[src/design/tlre_pkg.sv]
// ----------------------------------------------------------------------------
// tlre_pkg
// Shared types and constants of the track label run-length encoder.
// ----------------------------------------------------------------------------
package tlre_pkg;

   // Default sizes; the top level exposes them as parameters.
   localparam int DEF_MAX_ROWS    = 1024;
   localparam int DEF_MAX_COLUMNS = 4096;

   // Fixed field widths.
   localparam int LABEL_W = 32;
   localparam int KIND_W  = 2;
   localparam int POS_W   = 23;
   localparam int ROWS_W  = 11;
   localparam int COLS_W  = 13;

   // Register file.
   localparam int  CSR_ADDR_W   = 3;
   localparam int  CSR_DATA_W   = 32;
   localparam logic CSR_ROWS    = 1'b0;
   localparam logic CSR_COLS    = 1'b1;
   localparam logic [ROWS_W-1:0] ROWS_RESET = 11'd1024;
   localparam logic [COLS_W-1:0] COLS_RESET = 13'd4096;

   // Word kinds.
   localparam logic [KIND_W-1:0] KIND_EMPTY = 2'd0;
   localparam logic [KIND_W-1:0] KIND_COUNT = 2'd1;
   localparam logic [KIND_W-1:0] KIND_LABEL = 2'd2;

   // Most words a single item can produce.
   localparam int MAX_WORDS = 4;
   localparam int SLOT_W    = $clog2(MAX_WORDS);
   localparam int NUM_W     = $clog2(MAX_WORDS + 1);

   typedef struct packed {
      logic [LABEL_W-1:0] code;
      logic [KIND_W-1:0]  kind;
   } word_type;

   // One classified item, handed from the front end to the back end.
   typedef struct packed {
      word_type [MAX_WORDS-1:0] words;
      logic [NUM_W-1:0]         count;
      logic                     col_end;
      logic                     buf_end;
   } cmd_type;

endpackage

[src/design/tlre_if.sv]
// ----------------------------------------------------------------------------
// tlre_if
// Valid/ready channels for label items and encoded word items.
// ----------------------------------------------------------------------------
interface tlre_req_if;
   logic               valid;
   logic               ready;
   logic signed [31:0] track_label;

   modport source (output valid, output track_label, input ready);
   modport sink   (input valid, input track_label, output ready);
endinterface

interface tlre_rsp_if;
   logic               valid;
   logic               ready;
   logic signed [31:0] code_word;
   logic [1:0]         word_kind;
   logic [22:0]        word_position;
   logic               column_first;
   logic               last_of_item;

   modport source (output valid, output code_word, output word_kind,
                   output word_position, output column_first, output last_of_item,
                   input ready);
   modport sink   (input valid, input code_word, input word_kind,
                   input word_position, input column_first, input last_of_item,
                   output ready);
endinterface

[src/design/tlre_csr.sv]
// ----------------------------------------------------------------------------
// tlre_csr
// APB-style register file: rows per column and columns per buffer.
// ----------------------------------------------------------------------------
module tlre_csr (
   input  logic                             clock,
   input  logic                             reset,
   input  logic                             psel,
   input  logic                             penable,
   input  logic                             pwrite,
   input  logic [tlre_pkg::CSR_ADDR_W-1:0]  paddr,
   input  logic [tlre_pkg::CSR_DATA_W-1:0]  pwdata,
   output logic [tlre_pkg::CSR_DATA_W-1:0]  prdata,
   output logic                             pready,
   output logic [tlre_pkg::ROWS_W-1:0]      rows_per_column,
   output logic [tlre_pkg::COLS_W-1:0]      columns_per_buffer
);
   import tlre_pkg::*;

   logic [ROWS_W-1:0] rows_ff, rows_in;
   logic [COLS_W-1:0] cols_ff, cols_in;
   logic              wr_en;

   assign pready = 1'b1;
   assign wr_en  = psel && penable && pwrite;

   always_comb begin
      rows_in = rows_ff;
      cols_in = cols_ff;
      if (wr_en) begin
         unique case (paddr[2])
            CSR_ROWS: rows_in = pwdata[ROWS_W-1:0];
            CSR_COLS: cols_in = pwdata[COLS_W-1:0];
            default: ;
         endcase
      end
   end

   always_comb begin
      unique case (paddr[2])
         CSR_ROWS: prdata = CSR_DATA_W'(rows_ff);
         CSR_COLS: prdata = CSR_DATA_W'(cols_ff);
         default:  prdata = '0;
      endcase
   end

   always_ff @(posedge clock) begin
      if (reset) begin
         rows_ff <= ROWS_RESET;
         cols_ff <= COLS_RESET;
      end else begin
         rows_ff <= rows_in;
         cols_ff <= cols_in;
      end
   end

   assign rows_per_column    = rows_ff;
   assign columns_per_buffer = cols_ff;
endmodule

[src/design/tlre_front.sv]
// ----------------------------------------------------------------------------
// tlre_front
// Accepts label items, tracks the open runs and row/column counters, and
// turns each item into a command of zero to four words.
// ----------------------------------------------------------------------------
module tlre_front #(
   parameter int MAX_ROWS    = tlre_pkg::DEF_MAX_ROWS,
   parameter int MAX_COLUMNS = tlre_pkg::DEF_MAX_COLUMNS
) (
   input  logic                         clock,
   input  logic                         reset,
   tlre_req_if.sink                     req_if,
   input  logic [tlre_pkg::ROWS_W-1:0]  rows_per_column,
   input  logic [tlre_pkg::COLS_W-1:0]  columns_per_buffer,
   input  logic                         queue_full,
   output logic                         push,
   output tlre_pkg::cmd_type            push_cmd
);
   import tlre_pkg::*;

   localparam int RUN_W = $clog2(MAX_ROWS + 1);
   localparam int COL_W = $clog2(MAX_COLUMNS + 1);

   logic [RUN_W-1:0]   empty_run_ff, empty_run_in;
   logic [RUN_W-1:0]   label_run_ff, label_run_in;
   logic [LABEL_W-1:0] cur_label_ff, cur_label_in;
   logic [RUN_W-1:0]   row_ff, row_in;
   logic [COL_W-1:0]   col_ff, col_in;

   logic [RUN_W-1:0]   eff_rows;
   logic [COL_W-1:0]   eff_cols;
   logic [RUN_W-1:0]   row_next;
   logic [COL_W-1:0]   col_next;
   logic [LABEL_W-1:0] lab;
   logic               is_empty;
   logic [NUM_W-1:0]   n;
   cmd_type            cmd;

   // Clamp the limits into their legal ranges.
   always_comb begin
      if (rows_per_column == '0) begin
         eff_rows = RUN_W'(1);
      end else if (32'(rows_per_column) > 32'(MAX_ROWS)) begin
         eff_rows = RUN_W'(MAX_ROWS);
      end else begin
         eff_rows = RUN_W'(rows_per_column);
      end
      if (columns_per_buffer == '0) begin
         eff_cols = COL_W'(1);
      end else if (32'(columns_per_buffer) > 32'(MAX_COLUMNS)) begin
         eff_cols = COL_W'(MAX_COLUMNS);
      end else begin
         eff_cols = COL_W'(columns_per_buffer);
      end
   end

   assign req_if.ready = !queue_full;
   assign push         = req_if.valid && !queue_full;
   assign lab          = req_if.track_label;
   assign is_empty     = (lab == '0) || lab[LABEL_W-1];
   assign row_next     = row_ff + RUN_W'(1);
   assign col_next     = col_ff + COL_W'(1);

   always_comb begin
      cmd          = '0;
      n            = '0;
      empty_run_in = empty_run_ff;
      label_run_in = label_run_ff;
      cur_label_in = cur_label_ff;
      row_in       = row_next;
      col_in       = col_ff;

      // Run bookkeeping for this sample.
      if (is_empty) begin
         if (label_run_ff != '0) begin
            cmd.words[n[SLOT_W-1:0]] = '{code: LABEL_W'(label_run_ff), kind: KIND_COUNT};
            n = n + NUM_W'(1);
            cmd.words[n[SLOT_W-1:0]] = '{code: cur_label_ff, kind: KIND_LABEL};
            n = n + NUM_W'(1);
            label_run_in = '0;
            cur_label_in = '0;
         end
         empty_run_in = empty_run_ff + RUN_W'(1);
      end else if (lab != cur_label_ff) begin
         if (empty_run_ff != '0) begin
            cmd.words[n[SLOT_W-1:0]] =
               '{code: LABEL_W'(0) - LABEL_W'(empty_run_ff), kind: KIND_EMPTY};
            n = n + NUM_W'(1);
            empty_run_in = '0;
         end else begin
            // also covers the zero-length pair at column start
            cmd.words[n[SLOT_W-1:0]] = '{code: LABEL_W'(label_run_ff), kind: KIND_COUNT};
            n = n + NUM_W'(1);
            cmd.words[n[SLOT_W-1:0]] = '{code: cur_label_ff, kind: KIND_LABEL};
            n = n + NUM_W'(1);
         end
         cur_label_in = lab;
         label_run_in = RUN_W'(1);
      end else begin
         label_run_in = label_run_ff + RUN_W'(1);
      end

      // Column end: flush open runs.
      if (row_next >= eff_rows) begin
         cmd.col_end = 1'b1;
         if (empty_run_in != '0) begin
            cmd.words[n[SLOT_W-1:0]] =
               '{code: LABEL_W'(0) - LABEL_W'(empty_run_in), kind: KIND_EMPTY};
            n = n + NUM_W'(1);
         end
         if (label_run_in != '0) begin
            cmd.words[n[SLOT_W-1:0]] = '{code: LABEL_W'(label_run_in), kind: KIND_COUNT};
            n = n + NUM_W'(1);
            cmd.words[n[SLOT_W-1:0]] = '{code: cur_label_in, kind: KIND_LABEL};
            n = n + NUM_W'(1);
         end
         empty_run_in = '0;
         label_run_in = '0;
         cur_label_in = '0;
         row_in       = '0;
         if (col_next >= eff_cols) begin
            cmd.buf_end = 1'b1;
            col_in      = '0;
         end else begin
            col_in = col_next;
         end
      end
      cmd.count = n;
   end

   assign push_cmd = cmd;

   always_ff @(posedge clock) begin
      if (reset) begin
         empty_run_ff <= '0;
         label_run_ff <= '0;
         cur_label_ff <= '0;
         row_ff       <= '0;
         col_ff       <= '0;
      end else if (push) begin
         empty_run_ff <= empty_run_in;
         label_run_ff <= label_run_in;
         cur_label_ff <= cur_label_in;
         row_ff       <= row_in;
         col_ff       <= col_in;
      end
   end
endmodule

[src/design/tlre_queue.sv]
// ----------------------------------------------------------------------------
// tlre_queue
// Two-entry command queue between front end and back end.
// ----------------------------------------------------------------------------
module tlre_queue (
   input  logic               clock,
   input  logic               reset,
   input  logic               push,
   input  tlre_pkg::cmd_type  push_cmd,
   output logic               full,
   input  logic               pop,
   output logic               head_valid,
   output tlre_pkg::cmd_type  head
);
   import tlre_pkg::*;

   cmd_type    slot_ff [2];
   logic       wr_ff, wr_in;
   logic       rd_ff, rd_in;
   logic [1:0] fill_ff, fill_in;

   assign full       = (fill_ff == 2'd2);
   assign head_valid = (fill_ff != 2'd0);
   assign head       = slot_ff[rd_ff];

   always_comb begin
      wr_in   = push ? ~wr_ff : wr_ff;
      rd_in   = pop ? ~rd_ff : rd_ff;
      fill_in = fill_ff + 2'(push) - 2'(pop);
   end

   always_ff @(posedge clock) begin
      if (push) begin
         slot_ff[wr_ff] <= push_cmd;
      end
   end

   always_ff @(posedge clock) begin
      if (reset) begin
         wr_ff   <= 1'b0;
         rd_ff   <= 1'b0;
         fill_ff <= 2'd0;
      end else begin
         wr_ff   <= wr_in;
         rd_ff   <= rd_in;
         fill_ff <= fill_in;
      end
   end
endmodule

[src/design/tlre_back.sv]
// ----------------------------------------------------------------------------
// tlre_back
// Walks the words of each queued command, numbers them in the buffer and
// drives the registered result channel.
// ----------------------------------------------------------------------------
module tlre_back (
   input  logic               clock,
   input  logic               reset,
   input  logic               head_valid,
   input  tlre_pkg::cmd_type  head,
   output logic               pop,
   tlre_rsp_if.source         rsp_if
);
   import tlre_pkg::*;

   logic [SLOT_W-1:0]  idx_ff, idx_in;
   logic [POS_W-1:0]   wc_ff, wc_in;
   logic               opened_ff, opened_in;

   logic               valid_ff, valid_in;
   logic [LABEL_W-1:0] code_ff, code_in;
   logic [KIND_W-1:0]  kind_ff, kind_in;
   logic [POS_W-1:0]   pos_ff, pos_in;
   logic               first_ff, first_in;
   logic               last_ff, last_in;

   logic               advance;
   logic               at_last;
   word_type           word;

   assign advance = head_valid && (!valid_ff || rsp_if.ready);
   assign word    = head.words[idx_ff];
   assign at_last = ((NUM_W'(idx_ff) + NUM_W'(1)) == head.count);

   always_comb begin
      pop       = 1'b0;
      idx_in    = idx_ff;
      wc_in     = wc_ff;
      opened_in = opened_ff;
      valid_in  = valid_ff && !rsp_if.ready;
      code_in   = code_ff;
      kind_in   = kind_ff;
      pos_in    = pos_ff;
      first_in  = first_ff;
      last_in   = last_ff;

      if (advance) begin
         if (head.count == '0) begin
            pop = 1'b1;
         end else begin
            valid_in  = 1'b1;
            code_in   = word.code;
            kind_in   = word.kind;
            pos_in    = wc_ff;
            first_in  = !opened_ff;
            last_in   = at_last;
            wc_in     = wc_ff + POS_W'(1);
            opened_in = 1'b1;
            if (at_last) begin
               pop    = 1'b1;
               idx_in = '0;
            end else begin
               idx_in = idx_ff + SLOT_W'(1);
            end
         end
         // column and buffer ends take effect after the item's last word
         if (pop && head.col_end) begin
            opened_in = 1'b0;
         end
         if (pop && head.buf_end) begin
            wc_in = '0;
         end
      end
   end

   always_ff @(posedge clock) begin
      if (reset) begin
         idx_ff    <= '0;
         wc_ff     <= '0;
         opened_ff <= 1'b0;
         valid_ff  <= 1'b0;
      end else begin
         idx_ff    <= idx_in;
         wc_ff     <= wc_in;
         opened_ff <= opened_in;
         valid_ff  <= valid_in;
      end
   end

   always_ff @(posedge clock) begin
      code_ff  <= code_in;
      kind_ff  <= kind_in;
      pos_ff   <= pos_in;
      first_ff <= first_in;
      last_ff  <= last_in;
   end

   assign rsp_if.valid         = valid_ff;
   assign rsp_if.code_word     = code_ff;
   assign rsp_if.word_kind     = kind_ff;
   assign rsp_if.word_position = pos_ff;
   assign rsp_if.column_first  = first_ff;
   assign rsp_if.last_of_item  = last_ff;
endmodule

[src/design/track_label_run_length_encoder_unit.sv]
// ----------------------------------------------------------------------------
// track_label_run_length_encoder_unit
// Order: an accepted item is written into the command queue; its first word
//   moves on to the output register; its other words follow one per cycle
//   while the receiver is ready.
// Throughput: one item accepted per cycle while the two-entry command queue
//   has room. An item makes at most four words; one that makes no word is
//   still popped by the back end.
// Reset: synchronous, active high; runs, counters and queue cleared, the
//   registers return to 1024 rows and 4096 columns.
// ----------------------------------------------------------------------------
// Structure:
//   tlre_csr   - register file (APB-style, addresses 0 and 4)
//   tlre_front - classifies each item against the open run state, handles
//                column and buffer ends, builds a word list per item
//   tlre_queue - two-entry command queue so either side can stall alone
//   tlre_back  - emits words one per cycle unless stalled; assigns position,
//                the column-first flag, and restarts position at buffer end
// ----------------------------------------------------------------------------
module track_label_run_length_encoder_unit #(
   parameter int MAX_ROWS    = tlre_pkg::DEF_MAX_ROWS,
   parameter int MAX_COLUMNS = tlre_pkg::DEF_MAX_COLUMNS
) (
   input  logic                             clock,
   input  logic                             reset,
   tlre_req_if.sink                         req_if,
   tlre_rsp_if.source                       rsp_if,
   input  logic                             psel,
   input  logic                             penable,
   input  logic                             pwrite,
   input  logic [tlre_pkg::CSR_ADDR_W-1:0]  paddr,
   input  logic [tlre_pkg::CSR_DATA_W-1:0]  pwdata,
   output logic [tlre_pkg::CSR_DATA_W-1:0]  prdata,
   output logic                             pready
);
   import tlre_pkg::*;

   logic [ROWS_W-1:0] rows_per_column;
   logic [COLS_W-1:0] columns_per_buffer;

   // front -> queue
   logic    push;
   logic    queue_full;
   cmd_type push_cmd;

   // queue -> back
   logic    pop;
   logic    head_valid;
   cmd_type head;

   tlre_csr u_csr (
      .clock              (clock),
      .reset              (reset),
      .psel               (psel),
      .penable            (penable),
      .pwrite             (pwrite),
      .paddr              (paddr),
      .pwdata             (pwdata),
      .prdata             (prdata),
      .pready             (pready),
      .rows_per_column    (rows_per_column),
      .columns_per_buffer (columns_per_buffer)
   );

   // Front end: one item per cycle whenever the queue is not full.
   tlre_front #(
      .MAX_ROWS    (MAX_ROWS),
      .MAX_COLUMNS (MAX_COLUMNS)
   ) u_front (
      .clock              (clock),
      .reset              (reset),
      .req_if             (req_if),
      .rows_per_column    (rows_per_column),
      .columns_per_buffer (columns_per_buffer),
      .queue_full         (queue_full),
      .push               (push),
      .push_cmd           (push_cmd)
   );

   tlre_queue u_queue (
      .clock      (clock),
      .reset      (reset),
      .push       (push),
      .push_cmd   (push_cmd),
      .full       (queue_full),
      .pop        (pop),
      .head_valid (head_valid),
      .head       (head)
   );

   // Back end: word serialiser behind a registered output.
   tlre_back u_back (
      .clock      (clock),
      .reset      (reset),
      .head_valid (head_valid),
      .head       (head),
      .pop        (pop),
      .rsp_if     (rsp_if)
   );
endmodule

[src/flat_wrapper.sv]
// flat-port wrapper written by rule: the top's interface ports become plain ports
module track_label_run_length_encoder_unit_flat import tlre_pkg::*;
#(
   parameter int MAX_ROWS    = tlre_pkg::DEF_MAX_ROWS,
   parameter int MAX_COLUMNS = tlre_pkg::DEF_MAX_COLUMNS
)
  (clock, reset, psel, penable, pwrite, paddr, pwdata, prdata, pready, req_if_valid, req_if_track_label, req_if_ready, rsp_if_valid, rsp_if_code_word, rsp_if_word_kind, rsp_if_word_position, rsp_if_column_first, rsp_if_last_of_item, rsp_if_ready);
  tlre_req_if req_if_i ();
  tlre_rsp_if rsp_if_i ();
  input  logic clock;
  input  logic reset;
  input  logic psel;
  input  logic penable;
  input  logic pwrite;
  input  logic [tlre_pkg::CSR_ADDR_W-1:0] paddr;
  input  logic [tlre_pkg::CSR_DATA_W-1:0] pwdata;
  output logic [tlre_pkg::CSR_DATA_W-1:0] prdata;
  output logic pready;
  input wire logic [$bits(req_if_i.valid)-1:0] req_if_valid;
  input wire logic [$bits(req_if_i.track_label)-1:0] req_if_track_label;
  output wire logic [$bits(req_if_i.ready)-1:0] req_if_ready;
  output wire logic [$bits(rsp_if_i.valid)-1:0] rsp_if_valid;
  output wire logic [$bits(rsp_if_i.code_word)-1:0] rsp_if_code_word;
  output wire logic [$bits(rsp_if_i.word_kind)-1:0] rsp_if_word_kind;
  output wire logic [$bits(rsp_if_i.word_position)-1:0] rsp_if_word_position;
  output wire logic [$bits(rsp_if_i.column_first)-1:0] rsp_if_column_first;
  output wire logic [$bits(rsp_if_i.last_of_item)-1:0] rsp_if_last_of_item;
  input wire logic [$bits(rsp_if_i.ready)-1:0] rsp_if_ready;
  assign req_if_i.valid = req_if_valid;
  assign req_if_i.track_label = req_if_track_label;
  assign req_if_ready = req_if_i.ready;
  assign rsp_if_valid = rsp_if_i.valid;
  assign rsp_if_code_word = rsp_if_i.code_word;
  assign rsp_if_word_kind = rsp_if_i.word_kind;
  assign rsp_if_word_position = rsp_if_i.word_position;
  assign rsp_if_column_first = rsp_if_i.column_first;
  assign rsp_if_last_of_item = rsp_if_i.last_of_item;
  assign rsp_if_i.ready = rsp_if_ready;
  track_label_run_length_encoder_unit #(.MAX_ROWS(MAX_ROWS), .MAX_COLUMNS(MAX_COLUMNS)) u_core (.clock(clock), .reset(reset), .req_if(req_if_i), .rsp_if(rsp_if_i), .psel(psel), .penable(penable), .pwrite(pwrite), .paddr(paddr), .pwdata(pwdata), .prdata(prdata), .pready(pready));
endmodule
[config.mk]
export PLATFORM = sky130hd
export DESIGN_NAME = track_label_run_length_encoder_unit_flat
export DESIGN_NICKNAME = d
export VERILOG_FILES = /design/src/design/tlre_pkg.sv /design/src/design/tlre_if.sv /design/src/design/tlre_csr.sv /design/src/design/tlre_front.sv /design/src/design/tlre_queue.sv /design/src/design/tlre_back.sv /design/src/design/track_label_run_length_encoder_unit.sv /design/src/flat_wrapper.sv
export SDC_FILE = /design/constraint.sdc
export NUM_CORES = 1
export LEC_CHECK = 0
export ABC_AREA = 0
export BUFFER_PORTS_ARGS = -buffer_cell sky130_fd_sc_hd__buf_4
export CAP_MARGIN = 15
export CORE_AREA = 2 2 202 243
export CTS_CLUSTER_DIAMETER = 60
export CTS_CLUSTER_SIZE = 20
export DETAILED_ROUTE_END_ITERATION = 10
export DIE_AREA = 0 0 204 245
export PLACE_DENSITY = 0.7
export SETUP_SLACK_MARGIN = 0.5
export SKIP_LAST_GASP = 1
export SLEW_MARGIN = 10
export SYNTH_ARGS = -nofsm -noshare
export SYNTH_HDL_FRONTEND = slang
export SYNTH_SLANG_ARGS = --single-unit
[constraint.sdc]
create_clock -name clock -period 8.15 [get_ports clock]
set_input_delay 1.63 -clock clock [delete_from_list [all_inputs] [get_ports clock]]
set_output_delay 1.63 -clock clock [all_outputs]
set_load 0.01 [all_outputs]
==> run_results.csv, run 1 <==
group,metric,value,unit
clocking,cts_setup_buffers,0,
timing,maxSlewHeadroom,0.265,
power,vdd_ir_drop_max,0.171,mV
timing,worst_slew_pin_slew,1.10,ns
timing,worst_slack,2.15,ns
clocking,cts_buffer_depth,3,
timing,slew_violations,0,
timing,finClkSkew,0.0231,ns
clocking,cts_resized,0,
outcome,status,"finished, final reports clean",
route,dr.pass1.iters,5,
place,place_area,24900,um2
die,die_x,204,um
global_route,grtUsageTotal,0.253,
global_route,use_met2,0.442,
synthesis,syn_area,23500,um2
power,p_leak,9.07,nW
timing,setup_viol,0,
power,clkPwrFrac,0.254,
global_route,met3_usage,0.0320,
worst_setup_path,max_stage_delay,0.91,ns
place,portBuffers,126,
power,internal_power,4.70,mW
power,swShare,0.304,
synthesis,synth.yosys.seq_area_share,0.549,
timing,max_freq,0.167,GHz
synthesis,synth.most_common_cell,"edfxtp_1",
clocking,cts_tree,"yes",
die,initial_core_util,0.492,
timing,finalCriticalPeriod,6.00,ns
route,drc,0,
route,totalWireLength,63800,um
clocking,htree_levels,2,
finish,drive_gt1_frac,0.182,
finish,nets,2191,
global_route,grt_pass1_wl,97600,um
route,avgViaCountPerCell,6.20,
die,ioPinCount,168,
synthesis,syn_inst,2027,
worst_setup_path,ff2ff_setup_slack,3.03,ns
synthesis,synth-seq-cells,475,
clocking,cts.clk_slew.worst_paths,0.08,ns
power,combPwrFrac,0.265,
power,pwr-share-seq,0.482,
route,antenna_left,0,
route,first_iter_violations,1639,
die,die_area,50000,um2
synthesis,synth_area_leaders,"edfxtp_1 44%, dfxtp_1 11%, mux4_2 6.5%, a21oi_1 3.7%, nand2_1 3.3%",
worst_setup_path,cp_cell_sequence,"buf_4 > nor4_1 > and4_1 > a21o_1 > nand2_1 > nand2_1 > ha_1 > o21bai_1 > a31oi_2 > buf_4 > nand2_1 > o211ai_1",
clocking,hold_buffers,0,
worst_setup_path,critPathSlowestCell,"a31oi_2",
place,place_congestion,0.994,
worst_setup_path,path_buf_inv,2,
timing,grt_setup_unrepaired,"no",
die,rows,88,
timing,tns,0,ns
die,core_area,47800,um2
route,vias,17000,
finish,syn2layout_area_growth,10.3,%
finish,utilization,0.543,
timing,min_period_over_period,0.736,
synthesis,yosysTopAreaCell,"edfxtp_1",
clocking,clk_latency,0.55,ns
worst_setup_path,start_kind,"primary input",
worst_setup_path,cp.arrival,6.32,ns
global_route,grt_pass1_vias,16900,
global_route,antenna_found_initial,0,
synthesis,ys_top_cells_by_count,"341 x edfxtp_1, 205 x nand2_1, 176 x a21oi_1",
timing,final_hold_viol_count,0,
worst_setup_path,cp_top_family,"compound AO/OA/AOI/OAI gates",
global_route,grtUsageMet1,0.323,
clocking,ctsRootBufferMaster,"clkbuf_16",
worst_setup_path,endpoint_kind,"flip-flop",
run,cap_violations,0,
place,dp_hpwl,43300,um
worst_setup_path,criticalPathCategory,"primary input to flip-flop",
synthesis,async_flop_share,0,
worst_setup_path,required,8.47,ns
worst_setup_path,cpMostUsedCell,"nand2_1",
global_route,grt_overflow_total,0,
clocking,cts_buffers,34,
power,netSwitchingPower,2.06,mW
synthesis,synthFlopType,"edfxtp_1",
global_route,grt_max_degree,94,
synthesis,avgSynthCellArea,11.6,um2
min_path,hp-class,"flip-flop to flip-flop",
worst_setup_path,path_max_fanout,22,
finish,antennaDiodeCount,0,
route,wl_per_cell,23.3,um
synthesis,yosys.area.top_type_share,0.435,
power,p_total,6.76,mW
global_route,grt-busiest-layer,"met2",
power,power_density,260,nW/um2
synthesis,synth_edf_count,341,
die,die_y,245,um
finish,design_area,26000,um2
finish,fillers,4050,
synthesis,yosys_warnings,0,
place,place_ws,1.77,ns
clocking,cts_sinks,475,
synthesis,synth_cell_types,96,
## cells in the final DEF (no fill, tap or decap), types with 8 or more instances in the layout
cell type and count:
edfxtp_1 341, nand2_1 205, a21oi_1 176, buf_4 157, nor2_1 135, dfxtp_1 131
xnor2_1 71, mux4_2 68, nand3_1 62, a22oi_1 57, nor3_1 48, mux2_2 46
o21ai_0 45, ha_1 39, xor2_1 36, inv_1 36, clkbuf_16 34, o21ai_1 26
o211ai_1 24, nand4_1 23, and3_1 20, conb_1 20, a21o_1 19, o22ai_1 18
nor4_1 17, mux2i_1 13, a31oi_1 13, or3_1 10, a22o_1 10, nand3b_1 9
clkbuf_1 9, nand2b_1 8
## final timing paths
kind         cells past startpoint                                          endpoint                                   startpoint
min reg2reg                      0  u_core.u_back.rsp_if.word_position[22]$_DFFE_PP_         u_core.u_back.wc_ff[22]$_SDFFE_PP0P_
max                             12           u_core.u_queue.slot_ff[0][53]$_DFFE_PP_                        req_if_track_label[7]
min                              0  u_core.u_back.rsp_if.word_position[22]$_DFFE_PP_         u_core.u_back.wc_ff[22]$_SDFFE_PP0P_
max reg2reg                     14           u_core.u_queue.slot_ff[0][53]$_DFFE_PP_  u_core.u_front.empty_run_ff[0]$_SDFFE_PP0P_
## stage by stage
stage / cells / hold slack [ns]
floorplan: 2045 / 0.428
global placement: 2672 / 0.434
detailed placement: 2672 / 0.443
CTS: 2734 / 0.456
global route: 2734 / 0.461
finish: 2734 / 0.454
## cell type report
| type | instances | area [um2] | area share |
|---|---|---|---|
| clock buffers | 45 | 912 | 0.0351 |
| clock inverters | 17 | 181 | 0.00699 |
| inverters | 41 | 154 | 0.00593 |
| multi-input cells | 1369 | 9810 | 0.378 |
| flip-flops and latches | 475 | 12900 | 0.498 |
| well taps | 630 | 788 | 0.0304 |
| repair buffers | 157 | 1180 | 0.0454 |
## per-layer routing
layer / up-vias / wire length [um] / part of all wire
met1: 8418 / 25500 / 0.40
met2: 712 / 31900 / 0.50
li1: 7687 / - / -
met5: - / 0 / 0
met3: 140 / 3960 / 0.062
met4: 0 / 2380 / 0.037
## flip-flops by register name (all words and copies together), names as in the netlist, 13 cells and up, named ones only
signal / cells
u_core.u_back.rsp_if.code_word: 32
u_core.u_back.rsp_if.word_position: 23
u_core.u_back.wc_ff: 23
u_core.u_csr.columns_per_buffer: 13
u_core.u_front.col_ff: 13
u_core.u_front.cur_label_ff: 32
u_core.u_queue.slot_ff: 282
## cell families after synthesis
group           after synthesis  share of synthesized area
simple gates                584                      0.118
compound gates              489                      0.139
flops                       475                      0.549
buf+inv                     201                     0.0385
mux                         129                     0.0937
xor+xnor                    108                     0.0405
fa+ha+maj                    39                     0.0207
other cells                   2                   0.000319
## power by group through the flow
| stage | combinational, mW | clock, mW | sequential [mW] |
|---|---|---|---|
| after floorplan | 1.17 | 0 | 3.32 |
| after global placement | 1.76 | 0 | 3.29 |
| after detailed placement | 1.80 | 0 | 3.32 |
| after CTS | 1.81 | 1.75 | 3.26 |
| after global routing | 1.92 | 1.84 | 3.30 |
| final | 1.79 | 1.72 | 3.25 |
No activity file was read; power rests on OpenSTA's default activity.
==> run 2: changes to the inputs <==
ABC_AREA = 1   (was 0)
CORE_AREA = 2 2 208 250   (was 2 2 202 243)
DIE_AREA = 0 0 210 252   (was 0 0 204 245)
PLACE_DENSITY = 0.67   (was 0.7)
clock period = 6.1 ns   (was 8.15 ns; I/O delays follow)
==> run 2 against run 1 <==
- setup slack worse by 1.0 ns
- combinational power increased by 73%
- final cell count increased by 34%
- final area rose by 6.1%
- wire length rose by 17%
- sequential power grew 32%
- critical endpoint is now u_core.u_queue.slot_ff[1][100]$_DFFE_PP_
- non-clock buffer count rose by 7
- clock-buffer cell count is the same
- critical path depth is 7 higher
- total power is 46% higher
==> run_results.csv, run 2 <==
group,metric,value,unit
clocking,cts_sinks,475,
clocking,cts_tree,"yes",
route,wl_per_cell,20.3,um
synthesis,yosys_warnings,0,
synthesis,syn_area,25000,um2
worst_setup_path,critPathSlowestCell,"a31oi_2",
clocking,cts.clk_slew.worst_paths,0.08,ns
die,rows,90,
global_route,grt_pass1_wl,114000,um
power,clkPwrFrac,0.251,
power,combPwrFrac,0.314,
clocking,hold_buffers,0,
worst_setup_path,crit_path_start,"req_if_track_label[18]",
worst_setup_path,cpMostUsedCell,"nand2_1",
timing,final_hold_viol_count,0,
worst_setup_path,cp_cell_sequence,"buf_4 > nor2_1 > nand2_1 > nor2_1 > nand2_1 > o21ai_4 > nand2_1 > o21ai_0 > inv_1 > nand2_1 > ha_1 > nand2_2 > nor2_2 > nand3_4 > nand2_1 > inv_1 > a31oi_2 > buf_4 > a21oi_1",
worst_setup_path,start_kind,"primary input",
finish,regArea,12900,um2
synthesis,synth_edf_count,341,
worst_setup_path,criticalPathCategory,"primary input to flip-flop",
clocking,clk_latency,0.57,ns
synthesis,yosysTopAreaCell,"edfxtp_1",
finish,multi_input_area,10300,um2
clocking,cts_setup_buffers,0,
place,portBuffers,126,
synthesis,yosys.area.top_type_share,0.410,
synthesis,async_flop_share,0,
clocking,cts_buffers,36,
route,dr.pass1.iters,6,
synthesis,synth-compound-area-share,0.147,
synthesis,synthMuxAreaShare,0,
synthesis,ys_top_cells_by_count,"614 x nand2_1, 456 x nor2_1, 341 x edfxtp_1",
global_route,grt_overflow_total,0,
worst_setup_path,path_max_fanout,17,
clocking,htree_levels,2,
timing,tns,0,ns
synthesis,synth.yosys.seq_area_share,0.517,
outcome,status,"finished, final reports clean",
timing,max_freq,0.200,GHz
synthesis,synth-seq-cells,475,
worst_setup_path,max_stage_delay,0.85,ns
synthesis,synth_cell_types,58,
place,dp_hpwl,50200,um
synthesis,synth_top_family_by_area,"simple AND/OR/NAND/NOR gates",
timing,finalCriticalPeriod,4.99,ns
power,netSwitchingPower,3.58,mW
die,die_area,52900,um2
clocking,ctsRootBufferMaster,"clkbuf_16",
synthesis,syn_inst,2952,
synthesis,synthFlopType,"edfxtp_1",
finish,mostFrequentLayoutCell,"nand2_1",
timing,min_period_over_period,0.818,
timing,grt_setup_unrepaired,"no",
power,vdd_ir_drop_max,0.248,mV
timing,hold_ws,0.456,ns
synthesis,synth-simple-area-share,0.221,
route,avgViaCountPerCell,5.74,
power,power_density,359,nW/um2
route,totalWireLength,74600,um
die,die_x,210,um
finish,utilization,0.547,
worst_setup_path,endpoint_kind,"flip-flop",
global_route,grtUsageTotal,0.278,
route,first_iter_violations,1937,
run,cap_violations,0,
global_route,grt_max_degree,142,
synthesis,avgSynthCellArea,8.46,um2
worst_setup_path,required,6.41,ns
finish,nets,3117,
synthesis,synth-adder-area-share,0.0195,
die,ioPinCount,168,
die,die_y,252,um
clocking,cts_buffer_depth,3,
power,p_total,9.88,mW
worst_setup_path,r2r-start,"u_core.u_front.cur_label_ff[31]$_SDFFE_PP0P_",
die,core_area,50300,um2
finish,drive_gt1_frac,0.118,
power,p_leak,10.9,nW
synthesis,synth.most_common_cell,"nand2_1",
finish,syn2layout_area_growth,10.2,%
finish,fillers,4582,
min_path,hp-start,"u_core.u_queue.rd_ff$_SDFFE_PP0P_",
finish,top_register,"u_core.u_queue.slot_ff",
timing,setup_viol,0,
timing,maxSlewHeadroom,0.135,
power,internal_power,6.30,mW
global_route,grt_pass1_vias,19900,
worst_setup_path,cp.arrival,5.29,ns
timing,slew_violations,0,
synthesis,synth-xor-area-share,0.0221,
synthesis,synth_area_leaders,"edfxtp_1 41%, dfxtp_1 11%, nand2_1 9.2%, nor2_1 6.9%, o21ai_0 4.7%",
clocking,cts_resized,0,
finish,final_cell_mix,"613 x nand2_1, 453 x nor2_1, 341 x edfxtp_1",
power,swShare,0.362,
place,place_congestion,0.961,
global_route,antenna_found_initial,1,
timing,finClkSkew,0.0329,ns
route,antenna_left,0,
die,initial_core_util,0.496,
timing,worst_slew_pin_slew,1.30,ns
finish,largest_reg_flops,282,
power,pwr-share-seq,0.436,
route,drc,0,
route,vias,21100,
min_path,hp-class,"flip-flop to flip-flop",
[run 2: cell types whose count changed after synthesis, sizes merged, moves of 47 or more]
cell	delta
xnor2	-56
inv	+218
a22oi	-49
mux4	-68
nand2	+426
o22ai	+61
mux2	-47
nand3	+56
o21ai	+191
nor2	+338
[run 2: metrics by stage]
step	instance area, um2	setup WS, ns	std cells
finish	27500	1.11	3676
global route	27500	0.867	3676
CTS	27500	1.28	3675
detailed placement	26300	0.673	3610
global placement	26300	0.664	3610
floorplan	25100	2.02	2970
[run 2: cell type report]
type	instances	area share
Sequential cell	475	0.470
Clock inverter	20	0.00777
Tap cell	644	0.0293
Inverter	261	0.0357
Timing Repair Buffer	164	0.0461
Antenna cell	1	0.0000909
Clock buffer	45	0.0358
Multi-Input combinational cell	2066	0.376
[run 2: cells by family (layout without fill, tap and decap cells)]
family                     Yosys count  after routing
AOI/OAI and AO/OA                  628            628
adders and majority gates           39             39
other                                2             21
xor gates and xnor gates            63             63
and+or+nand+nor                   1316           1316
buffers and inverters              429            490
DFF                                475            475
[run 2: worst max-delay path: cells and delay by family]
family                     cells  cell delay (ns)
AOI/OAI and AO/OA              4             1.54
adders and majority gates      1             0.20
buffers and inverters          4             0.80
and+or+nand+nor               10             1.53
[run 2: worst paths after layout]
kind	cells after the start	to	slack (ns)
worst min register to register	1	flip-flop	0.46
worst min-delay path	1	flip-flop	0.46
worst max register to register	19	u_core.u_queue.slot_ff[1][91]$_DFFE_PP_	1.56
worst max-delay path	19	u_core.u_queue.slot_ff[1][100]$_DFFE_PP_	1.11
[run 2: power by group through the flow]
stage                     Sequential [mW]  Combinational, mW  Clock [mW]
after global placement               4.36               3.03           0
after global routing                 4.35               3.40        2.63
after floorplan                      4.45               1.90           0
final                                4.30               3.10        2.48
after CTS                            4.31               3.10        2.53
after detailed placement             4.38               3.09           0
[run 2: metal layers]
metal / vias up / track usage / wire [um]
li1: 10100 / - / -
met1: 10100 / 0.363 / 30900
met2: 787 / 0.480 / 36800
met3: 131 / 0.0329 / 4510
met4: 0 / 0.0938 / 2430
met5: - / 0 / 0
==> run 3: changes to the inputs <==
clock period = 5.1 ns   (was 6.1 ns; I/O delays follow)
==> run 3 against run 2 <==
- combinational power rose by 22%
- via count rose by 1.2%
- clock power rose by 17%
- final cell count rose by 1.1%
- non-clock buffer count rose by 45
- highest routed layer unchanged
==> run_results.csv, run 3 (synthesis gave the netlist of run 2 again) <==
group,metric,value,unit
global_route,grt_pass1_wl,114000,um
die,die_x,210,um
finish,fillers,4492,
global_route,grtUsageTotal,0.280,
timing,tns,0,ns
worst_setup_path,critPathSlowestCell,"o221ai_1",
finish,nets,3162,
route,vias,21300,
timing,finalCriticalPeriod,4.35,ns
route,drc,0,
worst_setup_path,cpMostUsedCell,"nand2_1",
die,core_area,50300,um2
clocking,ctsRootBufferMaster,"clkbuf_16",
die,die_y,252,um
timing,final_hold_viol_count,0,
outcome,status,"finished, final reports clean",
clocking,cts_buffer_depth,3,
worst_setup_path,start_kind,"flip-flop",
global_route,grt_pass1_vias,20300,
worst_setup_path,endpoint_kind,"flip-flop",
worst_setup_path,criticalPathCategory,"flip-flop to flip-flop",
timing,min_period_over_period,0.852,
power,power_density,424,nW/um2
worst_setup_path,path_buf_inv,2,
worst_setup_path,cp_top_family,"simple AND/OR/NAND/NOR gates",
min_path,hp-class,"flip-flop to flip-flop",
run,cap_violations,0,
clocking,htree_levels,2,
clocking,cts_sinks,475,
route,totalWireLength,74700,um
finish,fin_cells,3718,
clocking,clk_latency,0.58,ns
route,first_iter_violations,1736,
place,dp_hpwl,51600,um
route,wl_per_cell,20.1,um
global_route,antenna_found_initial,0,
place,portBuffers,126,
worst_setup_path,path_max_fanout,35,
timing,slew_violations,0,
place,place_congestion,0.982,
finish,top_register,"u_core.u_queue.slot_ff",
timing,maxSlewHeadroom,0.300,
clocking,cts_buffers,36,
timing,worst_slew_pin_slew,1.05,ns
power,vdd_ir_drop_max,0.296,mV
timing,grt_setup_unrepaired,"no",
timing,max_freq,0.230,GHz
die,initial_core_util,0.496,
finish,syn2layout_area_growth,11.7,%
finish,final_cell_mix,"613 x nand2_1, 452 x nor2_1, 341 x edfxtp_1",
power,p_leak,11.1,nW
finish,largest_reg_flops,282,
clocking,cts.clk_slew.worst_paths,0.08,ns
route,dr.pass1.iters,6,
place,placed_cells,3655,
finish,regArea,12900,um2
route,antenna_left,0,
global_route,grt_max_degree,89,
finish,mostFrequentLayoutCell,"nand2_1",
worst_setup_path,required,5.40,ns
die,ioPinCount,168,
die,rows,90,
timing,setup_viol,0,
finish,antennaDiodeCount,0,
clocking,cts_tree,"yes",
worst_setup_path,cp.arrival,4.64,ns
clocking,hold_buffers,0,
timing,finClkSkew,0.0447,ns
finish,drive_gt1_frac,0.130,
route,avgViaCountPerCell,5.74,
die,die_area,52900,um2
finish,multi_input_area,10400,um2
global_route,grt_overflow_total,0,
worst_setup_path,max_stage_delay,0.58,ns
worst_setup_path,cp_cell_sequence,"nand2_1 > nor2_1 > nand3_1 > nand3b_1 > nor2_1 > xor2_1 > ha_1 > nand2_1 > nor4_1 > a221oi_1 > nand2_1 > buf_4 > nand2_2 > inv_2 > nand2_2 > o221ai_1",
## run 3: layer usage
layer / GRT usage / routed length, um / vias up / share of wire
met5: 0 / 0 / - / 0
met4: 0.120 / 3190 / 0 / 0.043
met3: 0.0357 / 4810 / 180 / 0.064
met2: 0.482 / 36700 / 853 / 0.49
met1: 0.354 / 30100 / 10200 / 0.40
li1: - / - / 10200 / -
## run 3: final timing paths
path | to | slack [ns] | from | cells after the start
setup / recovery | u_core.u_queue.slot_ff[1][55]$_DFFE_PP_ | 0.75 | u_core.u_front.row_ff[0]$_SDFFE_PP0P_ | 16
hold / removal | u_core.u_back.rsp_if.word_position[21]$_DFFE_PP_ | 0.45 | u_core.u_back.wc_ff[21]$_SDFFE_PP0P_ | 0
setup reg to reg | u_core.u_queue.slot_ff[1][55]$_DFFE_PP_ | 0.75 | u_core.u_front.row_ff[0]$_SDFFE_PP0P_ | 16
hold reg to reg | u_core.u_back.rsp_if.word_position[21]$_DFFE_PP_ | 0.45 | u_core.u_back.wc_ff[21]$_SDFFE_PP0P_ | 0
## run 3: final cells by class
cell class,count,area share
Sequential cell,475,0.463
Tap cell,644,0.0289
Clock buffer,44,0.0356
Inverter,261,0.0352
Timing Repair Buffer,209,0.0594
Multi-Input combinational cell,2066,0.371
Clock inverter,19,0.00677
## run 3: what timing repair did
item                       4_1_cts  5_1_grt
setup endpoints to repair        0       12
setup buffers                    0        0
resized for setup                0        1
## run 3: stage by stage
step | worst slack [ns] | utilization | power [mW] | hold WS, ns | instance area (um2)
floorplan | 1.22 | - | 7.59 | 0.418 | 25100
global placement | 0.350 | 0.531 | 8.89 | 0.429 | 26700
detailed placement | 0.334 | 0.531 | 9.00 | 0.440 | 26700
CTS | 0.807 | 0.554 | 11.9 | 0.459 | 27900
global route | 0.573 | 0.554 | 12.4 | 0.472 | 27900
finish | 0.754 | 0.554 | 11.8 | 0.455 | 27900
## run 3: power breakdown
part | leakage [nW] | internal, mW | switching, mW
clock | 0.575 | 1.45 | 1.46
combinational | 6.15 | 1.17 | 2.61
sequential | 4.38 | 4.93 | 0.210
total | 11.1 | 7.55 | 4.28
